==> src/hdl/assert_macros.svh <==
// Assertion macros shared by the controller port RTL.
`ifndef ASSERT_MACROS_SVH
`define ASSERT_MACROS_SVH

`ifndef SYNTH

// The consequent must hold in the same cycle as the antecedent.
`define ASSERT_IMPLIES(label, clk, rst_n, ante, cons) \
	label: assert property (@(posedge clk) disable iff (!rst_n) (ante) |-> (cons)) \
		else $error("assertion failed: same-cycle implication");

// The consequent must hold in the cycle after the antecedent.
`define ASSERT_NEXT(label, clk, rst_n, ante, cons) \
	label: assert property (@(posedge clk) disable iff (!rst_n) (ante) |=> (cons)) \
		else $error("assertion failed: next-cycle implication");

`else

`define ASSERT_IMPLIES(label, clk, rst_n, ante, cons)
`define ASSERT_NEXT(label, clk, rst_n, ante, cons)

`endif

`endif

==> src/hdl/jpt_pkg.sv <==
// Shared types, constants and duty-pattern functions for the controller port.
`timescale 1ns / 1ps
`default_nettype none

package jpt_pkg;

	localparam int NUM_PADS = 4;
	localparam int RAW_W = 10;
	localparam int PAD_W = 8;
	localparam int MAIN_W = 20;
	localparam int AUX_W = 8;
	localparam int CNT_W = 3;

	localparam logic [1:0] CMD_FRAME = 2'd0;
	localparam logic [1:0] CMD_WRITE = 2'd1;
	localparam logic [1:0] CMD_READ = 2'd2;

	localparam logic [15:0] PORT_FIRST = 16'h4016;
	localparam logic [15:0] PORT_SECOND = 16'h4017;

	localparam logic [MAIN_W-1:0] SIG_FIRST = 20'h80000;
	localparam logic [MAIN_W-1:0] SIG_SECOND = 20'h40000;

	localparam logic REG_FOUR_PLAYER = 1'b0;
	localparam logic REG_TURBO_SPEEDS = 1'b1;

	typedef struct packed {
		logic [1:0] cmd;
		logic [15:0] addr;
		logic [7:0] write_data;
		logic [NUM_PADS*RAW_W-1:0] buttons;
	} item_t;

	// Control handed from the input stage to the port logic.
	typedef struct packed {
		logic step;
		logic [1:0] cmd;
		logic [15:0] addr;
		logic strobe;
		logic mic;
	} bus_t;

	function automatic logic [CNT_W-1:0] duty_period(input logic [1:0] spd);
		logic [CNT_W-1:0] p;
		case (spd)
			2'd0: p = 3'd6;
			2'd1: p = 3'd4;
			2'd2: p = 3'd3;
			default: p = 3'd2;
		endcase
		return p;
	endfunction

	// Half of each period drives the button on, rounded up, at least one step.
	function automatic logic duty_on(input logic [1:0] spd, input logic [CNT_W-1:0] cnt);
		logic on;
		case (spd)
			2'd0: on = (cnt < 3'd3);
			2'd1: on = (cnt < 3'd2);
			2'd2: on = (cnt < 3'd2);
			default: on = (cnt < 3'd1);
		endcase
		return on;
	endfunction

endpackage

`default_nettype wire

==> src/hdl/jpt_in_if.sv <==
// Input channel: one command beat with bus fields and button levels.
`timescale 1ns / 1ps
`default_nettype none

interface jpt_in_if;
	logic valid;
	logic ready;
	logic [1:0] cmd;
	logic [15:0] addr;
	logic [7:0] write_data;
	logic [39:0] buttons;

	modport source (output valid, output cmd, output addr, output write_data,
		output buttons, input ready);
	modport sink (input valid, input cmd, input addr, input write_data,
		input buttons, output ready);
endinterface

`default_nettype wire

==> src/hdl/jpt_out_if.sv <==
// Output channel: one read-data beat per command.
`timescale 1ns / 1ps
`default_nettype none

interface jpt_out_if;
	logic valid;
	logic ready;
	logic [2:0] read_data;

	modport source (output valid, output read_data, input ready);
	modport sink (input valid, input read_data, output ready);
endinterface

`default_nettype wire

==> src/hdl/jpt_pad.sv <==
// One pad: direction cancelling, turbo duty counters and the stored pad byte.
`timescale 1ns / 1ps
`default_nettype none

module jpt_pad (
	input wire logic clk,
	input wire logic arst_n,
	input wire logic frame,
	input wire logic [jpt_pkg::RAW_W-1:0] raw,
	input wire logic [3:0] speeds,
	input wire logic keep_startsel,
	output logic [jpt_pkg::PAD_W-1:0] pad_byte
);

	logic [1:0][jpt_pkg::CNT_W-1:0] cnt_q;
	logic [1:0][jpt_pkg::CNT_W-1:0] cnt_d;
	logic [1:0] btn;
	logic [3:0] dir;
	logic [jpt_pkg::PAD_W-1:0] pad_q;
	logic [jpt_pkg::PAD_W-1:0] pad_d;

	always_comb begin
		logic [1:0] spd;
		logic [jpt_pkg::CNT_W-1:0] cnt_eff;
		dir = raw[3:0];
		if (dir[1:0] == 2'b11) begin
			dir[1:0] = 2'b00;
		end
		if (dir[3:2] == 2'b11) begin
			dir[3:2] = 2'b00;
		end
		for (int b = 0; b < 2; b++) begin
			spd = speeds[2*b +: 2];
			cnt_eff = (cnt_q[b] >= jpt_pkg::duty_period(spd)) ? '0 : cnt_q[b];
			if (raw[6+b]) begin
				btn[b] = jpt_pkg::duty_on(spd, cnt_eff);
				cnt_d[b] = cnt_eff + 3'd1;
			end else begin
				btn[b] = raw[4+b];
				cnt_d[b] = '0;
			end
		end
		pad_d = {dir, keep_startsel ? raw[9:8] : 2'b00, btn};
	end

	always_ff @(posedge clk or negedge arst_n) begin
		if (!arst_n) begin
			cnt_q <= '0;
			pad_q <= '0;
		end else if (frame) begin
			cnt_q <= cnt_d;
			pad_q <= pad_d;
		end
	end

	assign pad_byte = pad_q;

endmodule

`default_nettype wire

==> src/hdl/jpt_ports.sv <==
// Strobe, shift registers and mic level of the two bus ports.
`timescale 1ns / 1ps
`default_nettype none

module jpt_ports (
	input wire logic clk,
	input wire logic arst_n,
	input wire jpt_pkg::bus_t bus,
	input wire logic four_player,
	input wire logic [jpt_pkg::NUM_PADS-1:0][jpt_pkg::PAD_W-1:0] pad_bytes,
	output logic [2:0] read_data
);

	logic strobe_armed_q;
	logic mic_level_q;
	logic [jpt_pkg::MAIN_W-1:0] main_first_q;
	logic [jpt_pkg::MAIN_W-1:0] main_second_q;
	logic [jpt_pkg::AUX_W-1:0] aux_first_q;
	logic [jpt_pkg::AUX_W-1:0] aux_second_q;
	logic [jpt_pkg::MAIN_W-1:0] load_first;
	logic [jpt_pkg::MAIN_W-1:0] load_second;

	always_comb begin
		if (four_player) begin
			load_first = jpt_pkg::SIG_FIRST | {4'b0000, pad_bytes[2], pad_bytes[0]};
			load_second = jpt_pkg::SIG_SECOND | {4'b0000, pad_bytes[3], pad_bytes[1]};
		end else begin
			load_first = {12'h000, pad_bytes[0]};
			load_second = {12'h000, pad_bytes[1]};
		end
	end

	always_comb begin
		read_data = 3'b000;
		if (bus.cmd == jpt_pkg::CMD_READ) begin
			if (bus.addr == jpt_pkg::PORT_FIRST) begin
				read_data = {mic_level_q, aux_first_q[0], main_first_q[0]};
			end else if (bus.addr == jpt_pkg::PORT_SECOND) begin
				read_data = {1'b0, aux_second_q[0], main_second_q[0]};
			end
		end
	end

	always_ff @(posedge clk or negedge arst_n) begin
		if (!arst_n) begin
			strobe_armed_q <= 1'b0;
			mic_level_q <= 1'b0;
			main_first_q <= '0;
			main_second_q <= '0;
			aux_first_q <= '0;
			aux_second_q <= '0;
		end else if (bus.step) begin
			case (bus.cmd)
				jpt_pkg::CMD_FRAME: begin
					mic_level_q <= bus.mic;
				end
				jpt_pkg::CMD_WRITE: begin
					// The shift registers load on the falling edge of an armed strobe.
					if (bus.addr == jpt_pkg::PORT_FIRST) begin
						if (bus.strobe) begin
							strobe_armed_q <= 1'b1;
						end else if (strobe_armed_q) begin
							strobe_armed_q <= 1'b0;
							main_first_q <= load_first;
							main_second_q <= load_second;
							aux_first_q <= pad_bytes[2];
							aux_second_q <= pad_bytes[3];
						end
					end
				end
				jpt_pkg::CMD_READ: begin
					if (bus.addr == jpt_pkg::PORT_FIRST) begin
						main_first_q <= main_first_q >> 1;
						aux_first_q <= aux_first_q >> 1;
					end else if (bus.addr == jpt_pkg::PORT_SECOND) begin
						main_second_q <= main_second_q >> 1;
						aux_second_q <= aux_second_q >> 1;
					end
				end
				default: begin
				end
			endcase
		end
	end

endmodule

`default_nettype wire

==> src/hdl/joypad_port_with_turbo_top.sv <==
// A beat accepted into the input stage gives its result beat from the result register.
// Throughput: one command beat per cycle, sustained while the result side takes beats.
// The input stage and the result register part the two channels, so a waiting
// result still lets the next command be taken while the input stage is empty.
// Reset (arst_n low) clears configuration, pad bytes, turbo counters, strobe,
// mic level and shift registers at once.
`timescale 1ns / 1ps
`default_nettype none
`include "assert_macros.svh"

module joypad_port_with_turbo_top (
	input wire logic clk,
	input wire logic arst_n,
	jpt_in_if.sink items,
	jpt_out_if.source results,
	input wire logic wr_en,
	input wire logic wr_index,
	input wire logic [15:0] wr_data
);

	logic four_player_q;
	logic [15:0] turbo_speeds_q;
	logic s1_valid_q;
	jpt_pkg::item_t s1_q;
	logic out_valid_q;
	logic [2:0] read_data_q;
	logic advance;
	logic frame;
	logic [2:0] read_data;
	jpt_pkg::bus_t bus;
	logic [jpt_pkg::NUM_PADS-1:0][jpt_pkg::PAD_W-1:0] pad_bytes;

	always_ff @(posedge clk or negedge arst_n) begin
		if (!arst_n) begin
			four_player_q <= 1'b0;
			turbo_speeds_q <= '0;
		end else if (wr_en) begin
			case (wr_index)
				jpt_pkg::REG_FOUR_PLAYER: four_player_q <= wr_data[0];
				jpt_pkg::REG_TURBO_SPEEDS: turbo_speeds_q <= wr_data;
				default: begin
				end
			endcase
		end
	end

	assign advance = s1_valid_q && (!out_valid_q || results.ready);
	assign items.ready = !s1_valid_q || advance;
	assign frame = advance && (s1_q.cmd == jpt_pkg::CMD_FRAME);

	always_ff @(posedge clk or negedge arst_n) begin
		if (!arst_n) begin
			s1_valid_q <= 1'b0;
		end else if (items.valid && items.ready) begin
			s1_valid_q <= 1'b1;
		end else if (advance) begin
			s1_valid_q <= 1'b0;
		end
	end

	always_ff @(posedge clk) begin
		if (items.valid && items.ready) begin
			s1_q <= '{cmd: items.cmd, addr: items.addr, write_data: items.write_data,
				buttons: items.buttons};
		end
	end

	genvar g;
	generate
		for (g = 0; g < jpt_pkg::NUM_PADS; g++) begin : g_pad
			jpt_pad u_pad (
				.clk(clk),
				.arst_n(arst_n),
				.frame(frame),
				.raw(s1_q.buttons[jpt_pkg::RAW_W*g +: jpt_pkg::RAW_W]),
				.speeds(turbo_speeds_q[4*g +: 4]),
				.keep_startsel(1'(g == 0)),
				.pad_byte(pad_bytes[g])
			);
		end
	endgenerate

	// Pad 1's raw start and select drive the mic level.
	assign bus = '{step: advance, cmd: s1_q.cmd, addr: s1_q.addr,
		strobe: s1_q.write_data[0],
		mic: |s1_q.buttons[jpt_pkg::RAW_W+9 : jpt_pkg::RAW_W+8]};

	jpt_ports u_ports (
		.clk(clk),
		.arst_n(arst_n),
		.bus(bus),
		.four_player(four_player_q),
		.pad_bytes(pad_bytes),
		.read_data(read_data)
	);

	always_ff @(posedge clk or negedge arst_n) begin
		if (!arst_n) begin
			out_valid_q <= 1'b0;
		end else if (advance) begin
			out_valid_q <= 1'b1;
		end else if (results.ready) begin
			out_valid_q <= 1'b0;
		end
	end

	always_ff @(posedge clk) begin
		if (advance) begin
			read_data_q <= read_data;
		end
	end

	assign results.valid = out_valid_q;
	assign results.read_data = read_data_q;

	`ASSERT_NEXT(a_advance_fills_result, clk, arst_n, advance, out_valid_q)
	`ASSERT_NEXT(a_only_reads_give_data, clk, arst_n, advance && (s1_q.cmd != jpt_pkg::CMD_READ), read_data_q == 3'b000)
	`ASSERT_IMPLIES(a_stall_needs_held_item, clk, arst_n, !items.ready, s1_valid_q && out_valid_q)

endmodule

`default_nettype wire
==> src/flat_wrapper.sv <==
// flat-port wrapper written by rule: the top's interface ports become plain ports
module joypad_port_with_turbo_top_flat 
  (clk, arst_n, wr_en, wr_index, wr_data, items_valid, items_cmd, items_addr, items_write_data, items_buttons, items_ready, results_valid, results_read_data, results_ready);
  jpt_in_if items_i ();
  jpt_out_if results_i ();
  input wire logic clk;
  input wire logic arst_n;
  input wire logic wr_en;
  input wire logic wr_index;
  input wire logic [15:0] wr_data;
  input wire logic [$bits(items_i.valid)-1:0] items_valid;
  input wire logic [$bits(items_i.cmd)-1:0] items_cmd;
  input wire logic [$bits(items_i.addr)-1:0] items_addr;
  input wire logic [$bits(items_i.write_data)-1:0] items_write_data;
  input wire logic [$bits(items_i.buttons)-1:0] items_buttons;
  output wire logic [$bits(items_i.ready)-1:0] items_ready;
  output wire logic [$bits(results_i.valid)-1:0] results_valid;
  output wire logic [$bits(results_i.read_data)-1:0] results_read_data;
  input wire logic [$bits(results_i.ready)-1:0] results_ready;
  assign items_i.valid = items_valid;
  assign items_i.cmd = items_cmd;
  assign items_i.addr = items_addr;
  assign items_i.write_data = items_write_data;
  assign items_i.buttons = items_buttons;
  assign items_ready = items_i.ready;
  assign results_valid = results_i.valid;
  assign results_read_data = results_i.read_data;
  assign results_i.ready = results_ready;
  joypad_port_with_turbo_top u_core (.clk(clk), .arst_n(arst_n), .items(items_i), .results(results_i), .wr_en(wr_en), .wr_index(wr_index), .wr_data(wr_data));
endmodule
==> config.mk <==
export PLATFORM = sky130hd
export DESIGN_NAME = joypad_port_with_turbo_top_flat
export DESIGN_NICKNAME = d
export VERILOG_FILES = /design/src/hdl/jpt_pkg.sv /design/src/hdl/jpt_in_if.sv /design/src/hdl/jpt_out_if.sv /design/src/hdl/jpt_pad.sv /design/src/hdl/jpt_ports.sv /design/src/hdl/joypad_port_with_turbo_top.sv /design/src/flat_wrapper.sv
export VERILOG_INCLUDE_DIRS = /design/src /design/src/hdl
export SDC_FILE = /design/constraint.sdc
export NUM_CORES = 1
export LEC_CHECK = 0
export BUFFER_PORTS_ARGS = -buffer_cell sky130_fd_sc_hd__buf_4
export CAP_MARGIN = 20
export CORE_UTILIZATION = 60
export CTS_CLUSTER_SIZE = 14
export DETAILED_ROUTE_END_ITERATION = 8
export PLACE_DENSITY_LB_ADDON = 0.3
export SYNTH_ARGS = -nofsm -noshare
export SYNTH_HDL_FRONTEND = slang
export SYNTH_HIERARCHICAL = 1
export SYNTH_SLANG_ARGS = --single-unit
==> constraint.sdc <==
create_clock -name clk -period 3 [get_ports clk]
set_input_delay 0.3 -clock clk [delete_from_list [all_inputs] [get_ports clk]]
set_output_delay 0.3 -clock clk [all_outputs]
set_load 0.02 [all_outputs]
After elaboration in Yosys (flattened, before gate mapping)
Index checks and enable logic that the tools add are counted.
- bitwise gates (word level): 1
- mux-type cells: 79
- eq/ne operators: 34
- add/sub/neg operators: 8
- reduce and logical (&&, ||, !) cells: 34
- order comparisons: 32
- operators with widths (cell ; count):
    $mux W20 ; 10
    $pmux W20 S2 ; 2
    $mux W8 ; 9
    $pmux W3 S3 ; 8
    $mux W3 ; 17
    $lt A3 B2 Y1 const B ; 16
    $eq A2 B2 Y1 const B ; 17
    $eq A16 B15 Y1 const B ; 2
    $pmux W8 S2 ; 2
    $add A3 B1 Y3 const B ; 8
    $ge A3 B3 Y1 ; 8
    $lt A3 B1 Y1 const B ; 8
    $mux W19 ; 1
    $eq A2 B1 Y1 const B ; 9
    $logic_not A2 Y1 ; 9
    $mux W2 ; 9
    $reduce_or A2 Y1 ; 9
    $pmux W1 S2 ; 8
    $mux W1 ; 13
    $ne A2 B2 Y1 const B ; 4
    $reduce_and A7 Y1 ; 1
    $reduce_and A2 Y1 ; 3
    $reduce_and A6 Y1 ; 1
    $reduce_bool A2 Y1 ; 3
    other kinds (6) ; 11
- flip-flop bits (word level): 187

Depth between registers and ports, before layout
Gate-level depths: netlist of run 1.
- depth after elaboration: 7
- mapped depth: 10
- mapped depth without buffers: 10

Cells and area by module
Netlist of run 1, hierarchy kept.
- by module, submodules not included (module ; times used ; sequential area each (um^2) ; area an instance (um^2) ; cells an instance):
    jpt_pad (u_core.g_pad[0].u_pad ...) ; 3 ; 350.3 ; 1037.2 ; 115
    jpt_ports ; 1 ; 1426.4 ; 2970.3 ; 289
    joypad_port_with_turbo_top ; 1 ; 2337.2 ; 2666.3 ; 112
    jpt_pad (u_core.g_pad[3].u_pad) ; 1 ; 350.3 ; 1003.5 ; 107

Worst setup path after synthesis of run 1
Ideal clock, no wire load.
- path kind: register to register
- from: reg u_core.out_valid_q (netlist: u_core/results.valid)
- to: reg u_core.s1_q, in the netlist u_core/bus[10], enable pin
- path buffers: 0
- arrival: 2177 ps
- data required time: 2577 ps
- period minus slack after synthesis: 2600 ps
- stages on the path, launching flop included: 3
- slack: 400 ps
- cell sequence: dfrtp_1 > nand3b_1 > and2_1
- word-level cells in the longest chain between the ends: 5
- ends and longest elaborated chain (element ; line ; source):
    start, declared ; joypad_port_with_turbo_top.sv:25 ; logic out_valid_q;
    start signal, assigned ; joypad_port_with_turbo_top.sv:99 ; out_valid_q <= 1'b0;
    start signal, assigned ; joypad_port_with_turbo_top.sv:101 ; out_valid_q <= 1'b1;
    start signal, assigned ; joypad_port_with_turbo_top.sv:103 ; out_valid_q <= 1'b0;
    $logic_not A1 Y1 ; joypad_port_with_turbo_top.sv:47 ; assign advance = s1_valid_q && (!out_valid_q || results.ready);
    $logic_or A1 B1 Y1 ; joypad_port_with_turbo_top.sv:47 ;
    $logic_and A1 B1 Y1 ; joypad_port_with_turbo_top.sv:47 ;
    $logic_or A1 B1 Y1 ; joypad_port_with_turbo_top.sv:48 ; assign items.ready = !s1_valid_q || advance;
    net items_ready ; flat_wrapper.sv:16 ; output wire logic [$bits(items_i.ready)-1:0] items_ready;
    $logic_and A1 B1 Y1 ; joypad_port_with_turbo_top.sv:62 ; if (items.valid && items.ready) begin
    end signal, assigned ; joypad_port_with_turbo_top.sv:63 ; s1_q <= '{cmd: items.cmd, addr: items.addr, write_data: items.write_data,
    end, declared ; joypad_port_with_turbo_top.sv:24 ; jpt_pkg::item_t s1_q;
The timed path passes the listed nets, and every way through them passes these cells.
A chain may end at the register's enable or synchronous reset.

Final worst setup path of run 1
- from: reg u_core.s1_q, in the netlist u_core/bus[19]
- to: reg u_core/u_ports/main_first_q[10] (netlist bit)
- word-level cells in the longest chain between the ends: 3
- elaborated cells between the ends (all ways): 9
- classes of those cells: eq/ne: 6; mux: 1; reduce/logical: 2
- ends and longest elaborated chain (element ; line ; source):
    $eq A2 B1 Y1 or $eq A2 B2 Y1 (tied branches) ; jpt_ports.sv:53 ; case (bus.cmd)
    $ne A2 B2 Y1 (no line), or another cell as far along ; n/a ;
    $reduce_and A6 Y1 (no line) ; n/a ;
    end signal, assigned ; jpt_ports.sv:64 ; main_first_q <= load_first;
    end signal, assigned ; jpt_ports.sv:73 ; main_first_q <= main_first_q >> 1;
    end, declared ; jpt_ports.sv:16 ; logic [jpt_pkg::MAIN_W-1:0] main_first_q;
Parallel ways exist; a longest one is shown, timed or not.

==> results.txt, run 1 <==
Most common flop cell mapped by yosys = dfrtp_1
Max-slew violations = 0
Pleak = 5.25 nW
Area leader, netlist = dfrtp_1
First-pass DRT Iterations = 5
Antenna Nets Post-Route = 0
Chip height = 129 um
Max cap viols = 0
Die width = 129 um
Pre-CTS WS = 0.717 ns
GRT Residual Overflow = 0
Most common cell in the synthesized netlist = dfrtp_1
Clock tree buffer depth = 2
Number of gates resized after cts = 0
Root Driver = clkbuf_16
Largest net degree at the start of global routing = 60
Flops & latches, synth = 194
Vias = 6643
Ratio of cells with drive above 1 in the final layout = 0.202
Number of DRC markers in iteration 0 = 434
Final #Nets = 1099
Post-synth EDFFs = 62
Post-Route WL = 18800 um
Vias in the first global route = 6536
Power per Cell Area = 643 nW/um2
I/O pins = 93
Fin crit period = 2.33 ns
Setup CP Type = reg -> reg
Mean Syn Cell Area = 11.4 um2
Layout fillers = 1175
Ys Warns = 6
Initial antenna violation count = 0
Post-route setup slack = 0.675 ns
Wire per inst = 16.0 um
CTS tree = done
Port bufs = 85
Layout area overhead = 14.8%
Die ar. = 16800 um2
Post-synth top cells = dfrtp_1, nand2_1, inv_1
H-tree Lvls = 4
Top post-synthesis cells by area = dfrtp_1, edfxtp_1, ha_1, mux2_4, nand2_1
Type of destination of the critical path = flip-flop
Area of the core = 15900 um2
Cts bufs inserted = 17
Hpwl dp = 12300 um
Worst-Margin Slew = 0.714 ns
Startpoint types = flip-flop
Req. time, crit path = 3.32 ns
Setup_tns = 0 ns
Hold Fails Final Rpt = 0
Unique cell type count in the Yosys netlist = 64
Drc violations = 0
Hold Path Class = in -> reg
Starting Density = 0.614
Top-area cell type share of the netlist area = 0.339
Max Clk Rate = 430 MHz
Hold buffers post-CTS = 1
Final setup fails = 0
Crit-path max FO = 23
Synth Cell Area = 9750 um2
RSZ-0062 raised after global routing = false
Sequential element share of the synthesized area = 0.530
Diode count = 0
Data arrival, critical path = 2.65 ns
Maximum VDD drop = 0.466 mV
Clock network latency to the later pin of the worst-skew pair = 0.43 ns
Vias per Instance = 5.65
Rel. slew slack = 0.524
Clk sinks = 194
Clock transition at the registers of the reported paths = 0.07 ns
Post-route clock period utilization = 0.775
First-pass GRT wire length = 31900 um
Total Routing Usage GR = 0.247
Post-Route Skew = 0.00740 ns
Rows = 46
Setup Fix Bufs, Post-CTS = 0
Status = completed
Post-synth ARST share = 0.680
Gpl congestion = 0.834
Cells after Synth = 853
[routing by layer]
metal	vias to the layer above	share of wire	global-route usage	wire length [um]
li1	3217	-	-	-
met1	3260	0.45	0.325	8500
met2	138	0.50	0.411	9370
met3	28	0.037	0.0553	694
met4	0	0.015	0.0773	282
met5	-	0	0	0
[area by class of cell]
type / count / area, um2 / area share
tap: 216 / 270 / 0.0241
sequential: 194 / 5160 / 0.461
timing repair buffer: 101 / 790 / 0.0705
multi-input combinational: 559 / 4140 / 0.370
clock buffer: 24 / 483 / 0.0431
clock inverter: 8 / 75.1 / 0.00671
inverter: 73 / 274 / 0.0245
[final timing paths]
| check | start | end | cells past startpoint | slack (ns) |
|---|---|---|---|---|
| max | u_core/bus[19] | u_core/u_ports/main_first_q[10] | 4 | 0.67 |
| min | items_buttons[34] | u_core/s1_q[34] | 1 | 0.03 |
| max reg2reg | u_core/bus[19] | u_core/u_ports/main_first_q[10] | 4 | 0.67 |
| min reg2reg | u_core/u_ports/main_second_q[18] | u_core/u_ports/main_second_q[18] | 1 | 0.48 |
| max in group asynchronous | arst_n | u_core/g_pad[1].u_pad/cnt_q[3] | 3 | 1.88 |
| min in group asynchronous | arst_n | u_core/u_ports/main_second_q[10] | 2 | 0.40 |
[cell usage in the layout, fill, tap and decap left out, types with 4 or more instances in the layout]
cell type  count
a21o_1        10
a21oi_1       16
a2bb2oi_1     15
a311oi_1       6
a31o_1         6
a31o_2         6
a31oi_1       12
and2_1        15
and3b_1        6
buf_4         97
clkbuf_1       5
clkbuf_16     18
conb_1         8
dfrtp_1      132
edfxtp_1      62
ha_1          65
inv_1         73
mux2_1         5
mux2_2        19
mux2_4        26
mux2i_1        4
nand2_1       96
nand2b_1      23
nand3_1       40
nand3b_1      18
nor2_1        18
nor2b_1        7
nor3b_1        8
o211ai_1      14
o21ai_0       47
o221ai_1       7
o22ai_1       18
o31ai_1        7
[logic make-up (layout without fill, tap and decap cells)]
family / Yosys count / in the layout / share of synthesized area
compound gates: 172 / 172 / 0.120
xor+xnor: 1 / 1 / 0.000898
fa+ha+maj: 66 / 66 / 0.0844
buf+inv: 106 / 206 / 0.0495
flops: 194 / 194 / 0.530
mux: 54 / 54 / 0.0718
other cells: 2 / 8 / 0.000770
simple gates: 258 / 258 / 0.143
[worst max-delay path: stages, from the launching register on]
cell and delay (ns):
edfxtp_1 0.48, nand4bb_1 0.63, a211oi_4 0.41, buf_4 0.32
mux2_2 0.37
[per-stage QoR]
stage	hold slack (ns)	instances	power, mW	area, um2	util
3_5_place_dp	0.312	1142	5.05	10600	0.669
5_1_grt	0.0149	1175	7.64	11200	0.705
3_3_place_gp	0.317	1142	4.97	10600	0.669
6_report	0.0348	1175	7.20	11200	0.705
2_1_floorplan	0.00441	859	4.57	9770	-
4_1_cts	0.0190	1175	7.23	11200	0.705
[sequential cells by signal (all words and copies together), names as in the netlist, 16 cells and up]
name	cells
u_core/g_pad.u_pad/pad_byte	32
u_core/u_ports/main_second_q	19
u_core/u_ports/main_first_q	20
u_core/turbo_speeds_q	16
u_core/bus	19
u_core/s1_q	40
u_core/g_pad.u_pad/cnt_q	24
[report_power, final]
group | switching, mW | internal [mW] | leakage, nW
Sequential | 0.318 | 3.08 | 2.29
Clock | 0.949 | 1.21 | 0.262
Combinational | 0.868 | 0.767 | 2.69
Total | 2.13 | 5.06 | 5.25
Power figures use the tool's default switching activity.
==> inputs of run 2 (changes only) <==
Clock period 3 ns to 2.2 ns, I/O delays scaled along.
==> run 2 against run 1 <==
Effect of this change: sequential share of layout area down 3.7 points; register-to-register slack worse by 0.62 ns; setup slack worse by 0.62 ns; combinational power up 66%; sequential power up 37%; design area up 8.9%; hold slack worse by 0.018 ns; clock skew up 0.0014 ns; global-route usage up 0.58 points; maximum frequency up 8.2%.
==> results.txt, run 2 (synthesized netlist as in run 1, its figures left out) <==
Vias in the first global route = 7038 (+7.7%)
First-pass GRT wire length = 32900 um (+3.2%)
Crit-path leading delay family = compound AO/OA/AOI/OAI gates
Vias = 6967 (+4.9%)
Max Clk Rate = 465 MHz (+8.2%)
Post-route clock period utilization = 0.977 (+0.202)
Die width = 129 um (unchanged)
Max cap viols = 0 (unchanged)
Final core occ = 0.767 (+0.0627)
Area of the core = 15900 um2 (unchanged)
Most flops, register = u_core/s1_q
Worst-Margin Slew = 0.704 ns (-0.00949 ns)
Max reg flops = 40 (unchanged)
Vias per Instance = 5.56 (-1.6%)
Max-slew violations = 0 (unchanged)
Final Total Pwr = 10.4 mW (+45%)
Cell breakdown of the critical path = buf_4 -> ha_1 -> ha_2 -> a21o_1 -> a31oi_2 -> and2_1 -> ha_2 -> and3b_1 -> o211ai_1 -> o221ai_1
Post-Route Skew = 0.00877 ns (+0.00138 ns)
Die ar. = 16800 um2 (unchanged)
H-tree Lvls = 4 (unchanged)
Root Driver = clkbuf_16
Buf+Inv Stages, Crit Path = 1 (unchanged)
Type of destination of the critical path = flip-flop
Hpwl dp = 12200 um (-0.97%)
Drc violations = 0 (unchanged)
Cts bufs inserted = 17 (unchanged)
CTS tree = done
Antenna Nets Post-Route = 0 (unchanged)
Gpl congestion = 0.872 (+4.5%)
Clk sinks = 194 (unchanged)
Hold Fails Final Rpt = 0 (unchanged)
Maximum VDD drop = 0.592 mV (+27%)
I/O pins = 93 (unchanged)
Layout area overhead = 25.0%
Number of DRC markers in iteration 0 = 405 (-6.7%)
Largest net degree at the start of global routing = 68 (+13%)
Data arrival, critical path = 2.44 ns (-0.21 ns)
Commonest non-fill, non-tap cell in the layout = dfrtp_1
Pleak = 5.64 nW (+7.4%)
Final #Nets = 1176 (+7.0%)
RSZ-0062 raised after global routing = true
Post-route setup slack = 0.0513 ns (-0.623 ns)
CP peak stage delay = 0.39 ns (-0.24 ns)
Rows = 46 (unchanged)
Starting Density = 0.614 (unchanged)
Clock tree buffer depth = 2 (unchanged)
First-pass DRT Iterations = 5 (unchanged)
Crit-path max FO = 3 (-87%)
Status = completed
GR peak layer = met2
Initial antenna violation count = 0 (unchanged)
Req. time, crit path = 2.49 ns (-0.83 ns)
Setup_tns = 0 ns (unchanged)
Port bufs = 85 (unchanged)
Crit-path slowest cell = dfrtp_1
Final setup fails = 0 (unchanged)
Fin crit period = 2.15 ns (-0.177 ns)
Diode count = 0 (unchanged)
Met1 usage = 0.323 (-0.00213)
Hold slack = 0.0171 ns (-0.0176 ns)
Clock transition at the registers of the reported paths = 0.06 ns (about the same)
Rel. slew slack = 0.530 (+0.00632)
Met3 global-route usage = 0.0413 (-0.0140)
Setup CP Type = reg -> reg
Most common cell on crit path = ha_2
Leading cell types in the layout, fill and taps excluded = dfrtp_1, buf_4, nand2_1
Wire per inst = 16.1 um (+0.36%)
Hold Path Class = in -> reg
Routing usage on met2 = 0.446 (+0.0342)
Clock network latency to the later pin of the worst-skew pair = 0.43 ns (about the same)
Power per Cell Area = 856 nW/um2 (+33%)
Post-Route WL = 20200 um (+6.9%)
Chip height = 129 um (unchanged)
Total Routing Usage GR = 0.253 (+0.00585)
Ratio of cells with drive above 1 in the final layout = 0.236 (+0.0342)
Pre-CTS WS = -0.00593 ns (-0.723 ns)
GRT Residual Overflow = 0 (unchanged)
Startpoint types = flip-flop
## run 2: cell count changes in the layout (fill, tap and decap cells not counted), moves of 5 or more
cell	previous run	this run
a31oi_1	12	7
buf_4	97	108
dlygate4sd3_1	1	62
ha_1	65	54
ha_2	0	6
ha_4	0	5
nand2b_1	23	18
nand2b_4	0	5
## run 2: cell type report
| type | count | area (um2) |
|---|---|---|
| clock buffers | 24 | 515 |
| inverters | 73 | 274 |
| repair buffers | 178 | 1570 |
| multi-input cells | 559 | 4310 |
| flip-flops and latches | 194 | 5170 |
| well taps | 216 | 270 |
| clock inverters | 8 | 72.6 |
| fillers | 1031 | 3690 |
## run 2: worst paths after layout
path,from,end,slack (ns),depth (start not counted)
hold / removal,wr_data[9],u_core/turbo_speeds_q[9],0.02,2
setup / recovery,u_core/turbo_speeds_q[4],u_core/g_pad[1].u_pad/cnt_q[2],0.05,10
hold reg to reg,u_core/u_ports/main_second_q[18],u_core/u_ports/main_second_q[18],0.49,1
min in group asynchronous,arst_n,u_core/g_pad[3].u_pad/pad_byte[5],0.31,2
max in group asynchronous,arst_n,u_core/turbo_speeds_q[3],1.21,3
setup reg to reg,u_core/turbo_speeds_q[4],u_core/g_pad[1].u_pad/cnt_q[2],0.05,10
## run 2: timing repair
item | CTS | global route
pin swaps | 2 | 19
hold endpoints to repair | 117 | 0
buffers inserted | 1 | 14
hold buffers | 62 | 0
setup endpoints to repair | 3 | 27
resized for setup | 2 | 36
## run 2: per-layer routing
metal	share of wire	up-vias	wire, um
li1	-	3369	-
met4	0.013	0	257
met1	0.43	3433	8770
met2	0.52	143	10400
met3	0.036	22	728
met5	0	-	0
## run 2: through the flow
stage                     instance area [um2]  instances
after floorplan                          9780        859
after global placement                  10700       1143
after detailed placement                10700       1143
after CTS                               11900       1238
after global routing                    12200       1252
final                                   12200       1252
## run 2: power by group
| part | switching [mW] | internal [mW] |
|---|---|---|
| registers | 0.460 | 4.20 |
| logic | 1.33 | 1.38 |
| clock network | 1.30 | 1.76 |
| total | 3.10 | 7.34 |
==> inputs of run 3 (changes only) <==
Settings changed: RECOVER_POWER from default to 100, SYNTH_HIERARCHICAL 1 to default.
Clock period 2.2 ns to 2.8 ns, I/O delays scaled along.
==> run 3 against run 2 <==
Effect of this change: the run now ends with max-capacitance violations, max-slew violations left; critical path depth grew 1; synthesized cell count down 7.0%; global-route usage fell by 0.23 points; synthesized area down 8.9%; sequential cell count down 10; utilization is 6.4 points lower; critical path type unchanged; highest routed layer unchanged.
==> results.txt, run 3 <==
Final Total Pwr = 7.23 mW (-31%)
Area after DPL = 9720 um2 (-9.1%)
Type of destination of the critical path = flip-flop
Initial antenna violation count = 0 (unchanged)
Rows = 44 (-4.3%)
RSZ-0062 raised after global routing = false
Number of DRC markers in iteration 0 = 626 (+55%)
Flops & latches, synth = 184 (-5.2%)
Register area = 4890 um2 (-5.3%)
Cts bufs inserted = 17 (unchanged)
Final setup fails = 0 (unchanged)
Hpwl dp = 11700 um (-3.9%)
Top-area cell type share of the netlist area = 0.355 (+0.0162)
Vias in the first global route = 6187 (-12%)
Max cap viols = 2 (+2)
Post-route clock period utilization = 0.916 (-0.0610)
Hold slack = 0.0467 ns (+0.0296 ns)
Sequential Power Share = 0.474 (+0.027)
Footprint of the multi-input gates = 3660 um2 (-15%)
Final #Nets = 1033 (-12%)
Top post-synthesis cells by area = dfrtp_1, edfxtp_1, ha_1, nand2_1, o21ai_0
Max-slew violations = 90 (+90)
Cells after Synth = 793 (-7.0%)
Failing checks = max-capacitance violations, max-slew violations
Syn nets = 951
Design Area, Final = 10200 um2 (-16%)
Number of gates resized after cts = 0 (-2)
Layout fillers = 1003 (-2.7%)
Power Internal = 5.11 mW (-30%)
Ratio of cells with drive above 1 in the final layout = 0.164 (-0.0721)
Startpoint types = flip-flop
Crit-path max FO = 5 (+2)
Layout area overhead = 14.6%
Largest net degree at the start of global routing = 65 (-4.4%)
Switch share = 0.293 (-0.00391)
Power per Cell Area = 710 nW/um2 (-17%)
Post-synth ARST share = 0.685 (+0.00437)
Clock tree buffer depth = 2 (unchanged)
Root Driver = clkbuf_16
Vias = 6058 (-13%)
Clock network latency to the later pin of the worst-skew pair = 0.43 ns (about the same)
Most common cell in the synthesized netlist = nand2_1
Req. time, crit path = 3.10 ns (+0.61 ns)
Gate power share = 0.205 (-0.055)
Commonest non-fill, non-tap cell in the layout = nand2_1
Port bufs = 81 (-4.7%)
Clk sinks = 184 (-5.2%)
Fin crit period = 2.56 ns (+0.415 ns)
Unique cell type count in the Yosys netlist = 47 (-27%)
Diode count = 0 (unchanged)
Chip height = 124 um (-4.5%)
Max Clk Rate = 390 MHz (-16%)
Maximum VDD drop = 0.515 mV (-13%)
Area leader, netlist = dfrtp_1
Setup Fix Bufs, Post-CTS = 0 (-1)
Mean Syn Cell Area = 11.2 um2 (-2.0%)
Post-synth EDFFs = 58 (-6.5%)
GRT Residual Overflow = 0 (unchanged)
Hold Fails Final Rpt = 0 (unchanged)
Setup_tns = 0 ns (unchanged)
Synth Cell Area = 8880 um2 (-8.9%)
Clock power frac = 0.320 (+0.027)
Antenna Nets Post-Route = 0 (unchanged)
Total Routing Usage GR = 0.251 (-0.00235)
Die ar. = 15300 um2 (-8.8%)
Hold buffers post-CTS = 1 (-98%)
Post-synth top cells = nand2_1, dfrtp_1, ha_1
Post-Route Skew = 0.00739 ns (-0.00138 ns)
H-tree Lvls = 4 (unchanged)
Drc violations = 0 (unchanged)
Most flops, register = u_core.s1_q
Sequential element share of the synthesized area = 0.551 (+0.0213)
First-pass GRT wire length = 29100 um (-12%)
Die width = 124 um (-4.5%)
Vias per Instance = 5.65 (+1.6%)
Hold Path Class = in -> reg
CTS tree = done
I/O pins = 93 (unchanged)
Max reg flops = 36 (-10%)
Area of the core = 14500 um2 (-8.9%)
Worst-Margin Slew = 1.78 ns (+1.08 ns)
Ys Warns = 0 (-6)
Status = finished with violations
Leading cell types in the layout, fill and taps excluded = nand2_1, dfrtp_1, ha_1
Clock transition at the registers of the reported paths = 0.07 ns (about the same)
Data arrival, critical path = 2.87 ns (+0.43 ns)
Post-Route WL = 17600 um (-13%)
Starting Density = 0.614 (about the same)
Most common flop cell mapped by yosys = dfrtp_1
First-pass DRT Iterations = 6 (+1)
Psw = 2.12 mW (-32%)
Gpl congestion = 0.896 (+2.9%)
Setup CP Type = reg -> reg
Wire per inst = 16.4 um (+1.8%)
Pleak = 4.66 nW (-17%)
Rel. slew slack = -0.189 (-0.719)
==> run 3: worst max-delay path, cell delays in order, from the launching register on <==
cell and delay (ns):
dfrtp_1 0.42, inv_1 0.13, ha_1 0.22, nor2_1 0.07
ha_1 0.29, nand2_1 0.06, o21ai_0 0.55, nor2_1 0.14
ha_1 0.27, xnor2_1 0.13, nand3_1 0.10, nand3_1 0.08
==> run 3: layer usage <==
| metal | share of wire | vias to the layer above | track usage |
|---|---|---|---|
| met2 | 0.53 | 149 | 0.442 |
| li1 | - | 2905 | - |
| met3 | 0.037 | 28 | 0.0540 |
| met1 | 0.42 | 2976 | 0.308 |
| met4 | 0.015 | 0 | 0.0753 |
| met5 | 0 | - | 0 |
==> run 3: final cells by class <==
cell class | count | share of cell area
Clock buffer | 20 | 0.0469
Clock inverter | 12 | 0.00958
Inverter | 41 | 0.0151
Multi-Input combinational cell | 539 | 0.359
Sequential cell | 184 | 0.481
Tap cell | 184 | 0.0226
Timing Repair Buffer | 92 | 0.0658
==> run 3: cells by family (layout without fill, tap and decap cells) <==
logic type,after synthesis,after routing,share of synthesized area
compound gates,132,132,0.0851
xor+xnor,5,5,0.00493
fa+ha+maj,73,73,0.102
buf+inv,70,165,0.0328
flops,184,184,0.551
mux,61,61,0.0782
simple gates,268,268,0.146
==> run 3: per-stage QoR <==
stage | util | cells | setup WS [ns]
final | 0.703 | 1072 | 0.236
after global routing | 0.703 | 1072 | 0.129
after CTS | 0.711 | 1072 | 0.276
after detailed placement | 0.671 | 1039 | 0.392
after global placement | 0.671 | 1039 | 0.566
after floorplan | - | 793 | 0.238
==> run 3: power groups by stage <==
| stage | Combinational, mW | Clock (mW) | Sequential, mW |
|---|---|---|---|
| 2_1_floorplan | 1.07 | 0 | 3.36 |
| 6_report | 1.49 | 2.32 | 3.43 |
| 4_1_cts | 1.51 | 2.34 | 3.42 |
| 5_1_grt | 1.69 | 2.45 | 3.47 |
| 3_5_place_dp | 1.47 | 0 | 3.46 |
| 3_3_place_gp | 1.34 | 0 | 3.43 |
==> run 3: final timing paths <==
path                                          start                                end  slack, ns  cells past startpoint
max                        u_core.turbo_speeds_q[7]     u_core.g_pad[1].u_pad.cnt_q[5]       0.24                     11
max reg2reg                u_core.turbo_speeds_q[7]     u_core.g_pad[1].u_pad.cnt_q[5]       0.24                     11
min                               items_buttons[26]                    u_core.s1_q[26]       0.05                      1
min in group asynchronous                    arst_n    u_core.u_ports.main_second_q[8]       0.86                      2
min reg2reg                          u_core.s1_q[9]  u_core.g_pad[0].u_pad.pad_byte[3]       0.47                      2
max in group asynchronous                    arst_n  u_core.g_pad[0].u_pad.pad_byte[6]       0.55                      3
